`config.mk`:
```
export PLATFORM = sky130hd
export DESIGN_NAME = dhcp_option_finder
export DESIGN_NICKNAME = d
export VERILOG_FILES = /design/src/sv/dof_pkg.sv /design/src/sv/dhcp_option_finder.sv /design/src/sv/dof_scan.sv
export SDC_FILE = /design/constraint.sdc
export NUM_CORES = 1
export LEC_CHECK = 0
export BUFFER_PORTS_ARGS = -buffer_cell sky130_fd_sc_hd__buf_4
export CORE_MARGIN = 5
export CORE_UTILIZATION = 45
export CTS_CLUSTER_DIAMETER = 120
export CTS_CLUSTER_SIZE = 8
export DETAILED_ROUTE_END_ITERATION = 8
export GPL_TIMING_DRIVEN = 0
export PLACE_DENSITY_LB_ADDON = 0.2
export SETUP_SLACK_MARGIN = 0.15
export SLEW_MARGIN = 20
export SYNTH_ARGS = -nofsm -noshare
export SYNTH_HDL_FRONTEND = slang
export SYNTH_SLANG_ARGS = --single-unit
export TNS_END_PERCENT = 100
```
`constraint.sdc`:
```
create_clock -name clk -period 6.2 [get_ports clk]
set_input_delay 0.93 -clock clk [delete_from_list [all_inputs] [get_ports clk]]
set_output_delay 0.93 -clock clk [all_outputs]
set_load 0.005 [all_outputs]
```
`src/sv/dof_pkg.sv`:
```
// Shared types and constants for the DHCP option finder.
// Used by dof_scan and dhcp_option_finder; depends on nothing else.
package dof_pkg;

  localparam int unsigned DOF_OPTIONS_LIMIT = 128;
  localparam int unsigned DOF_OFFSET_W      = 10;
  localparam logic [DOF_OFFSET_W-1:0] DOF_OFFSET_MAX = '1;
  localparam logic [7:0]  DOF_END_CODE      = 8'd255;
  localparam logic [7:0]  DOF_WANTED_RESET  = 8'd6;

  typedef enum logic [2:0] {
    ST_FOUND      = 3'd0,
    ST_ABSENT     = 3'd1,
    ST_BAD_SIZE   = 3'd2,
    ST_LIMIT      = 3'd3,
    ST_AREA_ENDED = 3'd4
  } dof_status_t;

  typedef struct packed {
    logic        valid;
    dof_status_t status;
    logic [31:0] value;
  } dof_result_t;

endpackage

```
`src/sv/dhcp_option_finder.sv`:
```
// Top level of the DHCP option finder: configuration register, byte walker
// and result register. Depends on dof_pkg and dof_scan.
//
// Usage: the bytes of a DHCP options area enter on the in_ stream, one byte
// per request, with in_tuser marking the first byte of an area and in_tlast
// the final one. The option code to look for is written on the cfg_ port
// while the block is idle; after reset it is 6. For each area at most one
// result leaves on the out_ stream: a status and, when found, the option
// value read little-endian. Bytes after a result are ignored until the
// next first byte.
// Throughput is one byte per cycle while no stalled result holds in_tready low.
// A result appears on out_tvalid in the cycle after the byte that produced it,
// set by the single result register after the walker logic.
// Reset clears the search as if a new area had just begun. When the
// receiver stalls with a result pending, in_tready drops and no byte is
// taken until that result is accepted; with no result pending, bytes keep
// flowing regardless of out_tready.
module dhcp_option_finder
  import dof_pkg::*;
#(
  parameter int unsigned OPTIONS_LIMIT = DOF_OPTIONS_LIMIT
) (
  input  logic        clk,
  input  logic        rst_n,
  input  logic        cfg_valid,
  output logic        cfg_ready,
  input  logic [7:0]  cfg_data,      // [7:0] wanted_code
  input  logic        in_tvalid,
  output logic        in_tready,
  input  logic [7:0]  in_tdata,      // [7:0] option_byte
  input  logic        in_tuser,      // [0] first_byte
  input  logic        in_tlast,
  output logic        out_tvalid,
  input  logic        out_tready,
  output logic [39:0] out_tdata      // [2:0] status, [34:3] option_value, zero pad
);

  logic [7:0]  wanted_r;
  logic        out_valid_r;
  dof_status_t out_status_r;
  logic [31:0] out_value_r;
  logic        in_acc;
  dof_result_t result;

  assign cfg_ready = 1'b1;
  assign in_tready = !out_valid_r || out_tready;
  assign in_acc    = in_tvalid && in_tready;

  always_ff @(posedge clk) begin
    if (!rst_n) begin
      wanted_r <= DOF_WANTED_RESET;
    end else if (cfg_valid && cfg_ready) begin
      wanted_r <= cfg_data;
    end
  end

  dof_scan #(
    .OPTIONS_LIMIT(OPTIONS_LIMIT)
  ) u_scan (
    .clk         (clk),
    .rst_n       (rst_n),
    .step_en     (in_acc),
    .option_byte (in_tdata),
    .first_byte  (in_tuser),
    .last_byte   (in_tlast),
    .wanted_code (wanted_r),
    .result      (result)
  );

  always_ff @(posedge clk) begin
    if (!rst_n) begin
      out_valid_r <= 1'b0;
    end else if (in_tready) begin
      out_valid_r <= in_acc && result.valid;
    end
  end

  always_ff @(posedge clk) begin
    if (in_acc && result.valid) begin
      out_status_r <= result.status;
      out_value_r  <= result.value;
    end
  end

  assign out_tvalid = out_valid_r;
  assign out_tdata  = {5'd0, out_value_r, out_status_r};

  // Only a found option carries a value.
  a_value_zero: assert property (@(posedge clk) disable iff (!rst_n)
    out_tvalid |-> (out_status_r == ST_FOUND || out_value_r == 32'd0))
    else $error("nonzero value on a result other than found");

  a_status_range: assert property (@(posedge clk) disable iff (!rst_n)
    out_tvalid |-> (out_status_r == ST_FOUND || out_status_r == ST_ABSENT ||
                    out_status_r == ST_BAD_SIZE || out_status_r == ST_LIMIT ||
                    out_status_r == ST_AREA_ENDED))
    else $error("result status out of range");

  // An area that opens with the end marker reports absent at once.
  a_first_end: assert property (@(posedge clk) disable iff (!rst_n)
    (in_acc && in_tuser && in_tdata == DOF_END_CODE) |=>
      (out_tvalid && out_status_r == ST_ABSENT))
    else $error("end marker at area start gave no absent result");

  // A one-byte area always ends with a result.
  a_single_byte_area: assert property (@(posedge clk) disable iff (!rst_n)
    (in_acc && in_tuser && in_tlast) |=> out_tvalid)
    else $error("one-byte area gave no result");

endmodule

```
`src/sv/dof_scan.sv`:
```
// Per-byte record walker of the DHCP option finder: holds the search state
// and computes the result of one byte. Depends on dof_pkg.
module dof_scan
  import dof_pkg::*;
#(
  parameter int unsigned OPTIONS_LIMIT = DOF_OPTIONS_LIMIT
) (
  input  logic        clk,
  input  logic        rst_n,
  input  logic        step_en,
  input  logic [7:0]  option_byte,
  input  logic        first_byte,
  input  logic        last_byte,
  input  logic [7:0]  wanted_code,
  output dof_result_t result
);

  typedef enum logic [2:0] {
    PH_CODE       = 3'd0,
    PH_SIZE_OTHER = 3'd1,
    PH_SIZE_MATCH = 3'd2,
    PH_SKIP       = 3'd3,
    PH_VALUE      = 3'd4
  } phase_t;

  localparam logic [DOF_OFFSET_W-1:0] LimitOff = DOF_OFFSET_W'(OPTIONS_LIMIT);

  phase_t                  phase_r, phase_nxt, phase_c;
  logic [DOF_OFFSET_W-1:0] offset_r, offset_nxt, offset_c;
  logic [7:0]              left_r, left_nxt, left_c;
  logic [2:0]              size_r, size_nxt, size_c;
  logic [1:0]              idx_r, idx_nxt, idx_c;
  logic [31:0]             acc_r, acc_nxt, acc_c, acc_new;
  logic                    fin_r, fin_nxt, fin_c;
  logic [DOF_OFFSET_W:0]   offset_sum;
  logic                    have;
  dof_status_t             status;
  logic [31:0]             value;

  // A first byte restarts the search before the byte itself is walked.
  assign phase_c  = first_byte ? PH_CODE : phase_r;
  assign offset_c = first_byte ? '0 : offset_r;
  assign left_c   = first_byte ? '0 : left_r;
  assign size_c   = first_byte ? '0 : size_r;
  assign idx_c    = first_byte ? '0 : idx_r;
  assign acc_c    = first_byte ? '0 : acc_r;
  assign fin_c    = first_byte ? 1'b0 : fin_r;

  assign offset_sum = {1'b0, offset_c} + (DOF_OFFSET_W+1)'(option_byte)
                      + (DOF_OFFSET_W+1)'(2);
  assign acc_new    = acc_c | (32'(option_byte) << {idx_c, 3'b000});

  always_comb begin
    phase_nxt  = phase_c;
    offset_nxt = offset_c;
    left_nxt   = left_c;
    size_nxt   = size_c;
    idx_nxt    = idx_c;
    acc_nxt    = acc_c;
    fin_nxt    = fin_c;
    have       = 1'b0;
    status     = ST_FOUND;
    value      = '0;
    if (!fin_c) begin
      case (phase_c)
        PH_CODE: begin
          // The end marker is checked before the offset limit.
          if (option_byte == DOF_END_CODE) begin
            have   = 1'b1;
            status = ST_ABSENT;
          end else if (offset_c >= LimitOff) begin
            have   = 1'b1;
            status = ST_LIMIT;
          end else begin
            phase_nxt = (option_byte == wanted_code) ? PH_SIZE_MATCH : PH_SIZE_OTHER;
          end
        end
        PH_SIZE_OTHER: begin
          offset_nxt = offset_sum[DOF_OFFSET_W] ? DOF_OFFSET_MAX
                                                : offset_sum[DOF_OFFSET_W-1:0];
          left_nxt   = option_byte;
          phase_nxt  = (option_byte == 8'd0) ? PH_CODE : PH_SKIP;
        end
        PH_SIZE_MATCH: begin
          if (option_byte inside {8'd1, 8'd2, 8'd4}) begin
            size_nxt  = option_byte[2:0];
            acc_nxt   = '0;
            idx_nxt   = '0;
            phase_nxt = PH_VALUE;
          end else begin
            have   = 1'b1;
            status = ST_BAD_SIZE;
          end
        end
        PH_SKIP: begin
          left_nxt = left_c - 8'd1;
          if (left_c == 8'd1) begin
            phase_nxt = PH_CODE;
          end
        end
        PH_VALUE: begin
          acc_nxt = acc_new;
          if (({1'b0, idx_c} + 3'd1) >= size_c) begin
            have   = 1'b1;
            status = ST_FOUND;
            value  = acc_new;
          end else begin
            idx_nxt = idx_c + 2'd1;
          end
        end
        default: begin
          phase_nxt = PH_CODE;
        end
      endcase
      if (!have && last_byte) begin
        have   = 1'b1;
        status = ST_AREA_ENDED;
      end
      if (have) begin
        fin_nxt = 1'b1;
      end
    end
  end

  assign result.valid  = have;
  assign result.status = status;
  assign result.value  = value;

  always_ff @(posedge clk) begin
    if (!rst_n) begin
      phase_r  <= PH_CODE;
      offset_r <= '0;
      left_r   <= '0;
      size_r   <= '0;
      idx_r    <= '0;
      fin_r    <= 1'b0;
    end else if (step_en) begin
      phase_r  <= phase_nxt;
      offset_r <= offset_nxt;
      left_r   <= left_nxt;
      size_r   <= size_nxt;
      idx_r    <= idx_nxt;
      fin_r    <= fin_nxt;
    end
  end

  always_ff @(posedge clk) begin
    if (step_en) begin
      acc_r <= acc_nxt;
    end
  end

endmodule

```
==> impl_results.md <==
- DRC viols: 0
- Post-synth ARST share: 0%
- Ratio of cells with drive above 1 in the final layout: between 10% and 20%
- CTS tree: built
- Final Cell Area: 6670 sq um
- Library cells used by synthesis: 64
- NetSw: just over 0.4 mW
- Post-Synth Simple-Gate Area: about a fifth
- Yosys reg bits: about 100
- Worst Slack Setup Final: between 1 and 1.5 ns
- Proportion of power drawn by flip-flops and latches: around 51%
- Cts hold-fix bufs: 0
- Final TNS setup: 0 ns
- Initial core utilization: a little under half
- Slew @ Worst Pin: around 0.90 ns
- TritonRoute pass-1 iters: 8
- Crit. Startpoint: in_tuser
- Die height: ~120 microns
- Switching Share: about a quarter
- Core ar.: ~13000 sq um
- Post-CTS sizing: 0
- Outcome: finished clean
- Post-CTS Setup Inserts: 0
- Worst setup SP type: input port
- Adder-cell share of the synthesized area: 4.94%
- Mapped Cells: between 600 and 700
- Total track usage: 20.4%
- Crit path capture type: flop
- Hold_ws: about 0.48 ns
- Via count: 4875
- Multiplexer area fraction after synthesis: between 1.5 and 2%
- DIE AREA: roughly 15000 sq um
- Fin cells: around 860
- Clk_skew: roughly 0.011 ns
- Total Routed Length: between 10000 and 15000 microns
- Latest clock arrival within the worst-skew pair: 0.36 ns
- Lkg Pwr: roughly 2.5 nW
- Die width: between 100 and 150 microns
- Mean post-synth cell area: between 9 and 10 sq um
- Area growth syn-to-layout: 16.4%
- Number of setup violations in the final report: 0
- # IOs: 66
- Final period util: about 79%
- Largest family of logic cells by synthesized area: simple AND/OR/NAND/NOR gates
- Yosys warning count: 0
- Worst slack, placed: 0.914 ns
- Crit path kind: in2reg
- Utilization after layout: 53.0%
- Setup crit end: u_scan.offset_r[0]
- R2r endpoint: out_value_r[15]
- Inst Count DP: roughly 850
- Initial antenna violation count: 0
- Post-Synth XOR/XNOR Area: 2.29%
- Complex-gate fraction of the synthesized area: ~18%
- Clock slew at reported path FFs: 0.06 ns
- Largest net degree at the start of global routing: 36
- RD Place Congestion: 0.947
- Clk sinks: between 100 and 150
- RSZ-0062 raised after global routing: false
- Part of the power in combinational logic: between 10% and 20%
- Drt wl/cell: ~17 microns
- R2R setup slack: between 2 and 3 ns
- Root Driver: clkbuf_16
- Register area share after synthesis: a little under half
- Total power: around 1.5 mW
- Clock Path Buffers: 2
- Mapped cell area: around 5700 sq um
- Row cnt: 41
- Initial detailed-routing violation count: around 650
- Routed Antenna Nets: 0
- Max Cap Viol: 0
- Fin. Hold Viols: 0
- Post-DP Area: ~6400 sq um
- HP Class: reg2reg
- Design internal power: ~1.1 mW
- Ant diodes: 0
- EDFF count, synth: 67
- R2r worst-path depth: 9
- Fmax: about 200 MHz
- Req. time, crit path: ~6.5 ns
- Global route total overflow: 0
- H-tree levels: 3
- Clock share of power: about a third
- Worst Path Arrival: 5.16 ns
- Slew headroom: 39.4%
- Vias in the first global route: 4560
- Worst Path Max Fanout: 10
- Drt via density: around 5.6
- First-pass GRT wire length: approximately 24000 microns
- Final min period: ~4.9 ns
- RR Startpoint: u_scan.idx_r[0]
- Pwr Density: 233 nW/um^2
- CTS Buf Count: 9
- Max-slew violation count: 0
- Final HPWL DP: 10500 microns
- Nets: ~730
- IO Port Bufs: between 50 and 60
- Most used DFF post-synth: edfxtp_1
- Worst ir drop on vdd: approximately 0.11 mV
## cell usage in the layout, fill, tap and decap left out, types with 3 or more instances in the layout
cell type  Yosys  final
dfxtp_1       36     36
inv_1         13     13
nand2_1       16     16
nor4b_1        4      4
buf_4          6     63
a22oi_1        3      3
or3_1          5      5
and3_1         3      3
o21ai_0       20     20
nor2_1       105    105
xnor2_1       10     10
mux2i_1        8      8
edfxtp_1      67     67
a21o_1         3      3
a222oi_1       3      3
nor2b_1       45     45
a21oi_1       87     87
nor3_1        12     12
a311oi_1       5      5
o211ai_1       4      4
a31o_2         5      5
o22ai_1        4      4
buf_1          3      3
buf_2          4      4
nand4_1        4      4
clkbuf_16      0      9
nand2b_1      10     10
ha_1          21     21
clkbuf_1      37     38
xor2_1         5      5
o21bai_1       3      3
a31oi_1        7      7
conb_1         2      6
a211oi_1       6      6
nand3_1        9      9
clkinv_1       0      3
## cell usage after synthesis, types with 3 or more instances
library cell  number  share of area (%)
and3_1             3               0.33
nand2_1           16                1.0
o21ai_0           20                1.7
a311oi_1           5               0.76
xor2_1             5               0.76
xnor2_1           10                1.5
a22oi_1            3               0.39
a211oi_1           6               0.79
nor2_1           105                6.9
o22ai_1            4               0.44
buf_2              4               0.35
nand4_1            4               0.44
buf_4              6               0.79
a21o_1             3               0.39
edfxtp_1          67                 35
a222oi_1           3               0.52
a21oi_1           87                7.6
nand2b_1          10                1.1
dfxtp_1           36                 13
o211ai_1           4               0.52
nand3_1            9               0.79
mux2i_1            8                1.4
clkbuf_1          37                2.4
or3_1              5               0.55
nor4b_1            4               0.61
a31oi_1            7               0.76
buf_1              3               0.20
a31o_2             5               0.76
o21bai_1           3               0.39
inv_1             13               0.85
ha_1              21                4.6
nor2b_1           45                4.9
nor3_1            12                1.0
## logic make-up (layout without fill, tap and decap cells)
| family | count (synthesis) | count (layout) |
|---|---|---|
| muxes | 9 | 9 |
| adders and majority gates | 22 | 22 |
| buffers and inverters | 63 | 137 |
| other | 2 | 6 |
| and+or+nand+nor | 232 | 232 |
| DFF | 103 | 103 |
| AOI/OAI and AO/OA | 168 | 168 |
| xor gates and xnor gates | 15 | 15 |
## flip-flops by register name, indices dropped and copies added, names as in the netlist
signal	count
out_value_r	32
u_scan.acc_r	32
u_scan.offset_r	10
u_scan.left_r	8
wanted_r	8
out_status_r	3
u_scan.phase_r	3
u_scan.size_r	3
u_scan.idx_r	2
out_tvalid	1
u_scan.fin_r	1
## area by class of cell
cell class | count | area [sq um]
Buffer | 50 | 216
Sequential cell | 103 | 2730
Inverter | 13 | 48.8
Tap cell | 172 | 215
Multi-Input combinational cell | 452 | 2750
Clock buffer | 11 | 233
Timing Repair Buffer | 58 | 448
Clock inverter | 5 | 27.5
Fill cell | 1172 | 5900
## worst max-delay path, stage by stage
cell      delay [ns]
buf_4           0.13
clkbuf_1        0.40
clkbuf_1        0.53
clkbuf_1        0.44
clkbuf_1        0.45
nor2b_1         0.10
ha_1            0.30
ha_1            0.37
o211ai_1        0.31
nor3_1          0.12
o21bai_1        0.63
a211oi_1        0.18
a31o_2          0.25
## metal layers
layer  global-route usage [%]  up-vias  share of wire [%]
met1                     26.6     2317                 43
li1                         -     2355                  -
met5                        0        -                  0
met4                     8.47        0                2.4
met3                     3.13       24                5.4
met2                     33.9      179                 49
## power by group through the flow
stage	Sequential (mW)	Combinational, mW	Clock [mW]
6_report	0.790	0.236	0.523
5_1_grt	0.794	0.259	0.559
4_1_cts	0.790	0.235	0.528
3_5_place_dp	0.805	0.234	0
3_3_place_gp	0.805	0.227	0
2_1_floorplan	0.805	0.145	0
## worst min-delay path by stage
stage                             from                 end  slack [ns]  depth (start not counted)
finish              u_scan.offset_r[0]  u_scan.offset_r[0]        0.48                          1
global placement      u_scan.size_r[0]    u_scan.size_r[0]        0.46                          2
floorplan             u_scan.size_r[0]    u_scan.size_r[0]        0.45                          2
CTS                   u_scan.size_r[0]    u_scan.size_r[0]        0.48                          2
global route        u_scan.offset_r[0]  u_scan.offset_r[0]        0.49                          1
detailed placement  u_scan.offset_r[2]  u_scan.offset_r[2]        0.47                          1
Power figures use the tool's default switching activity.
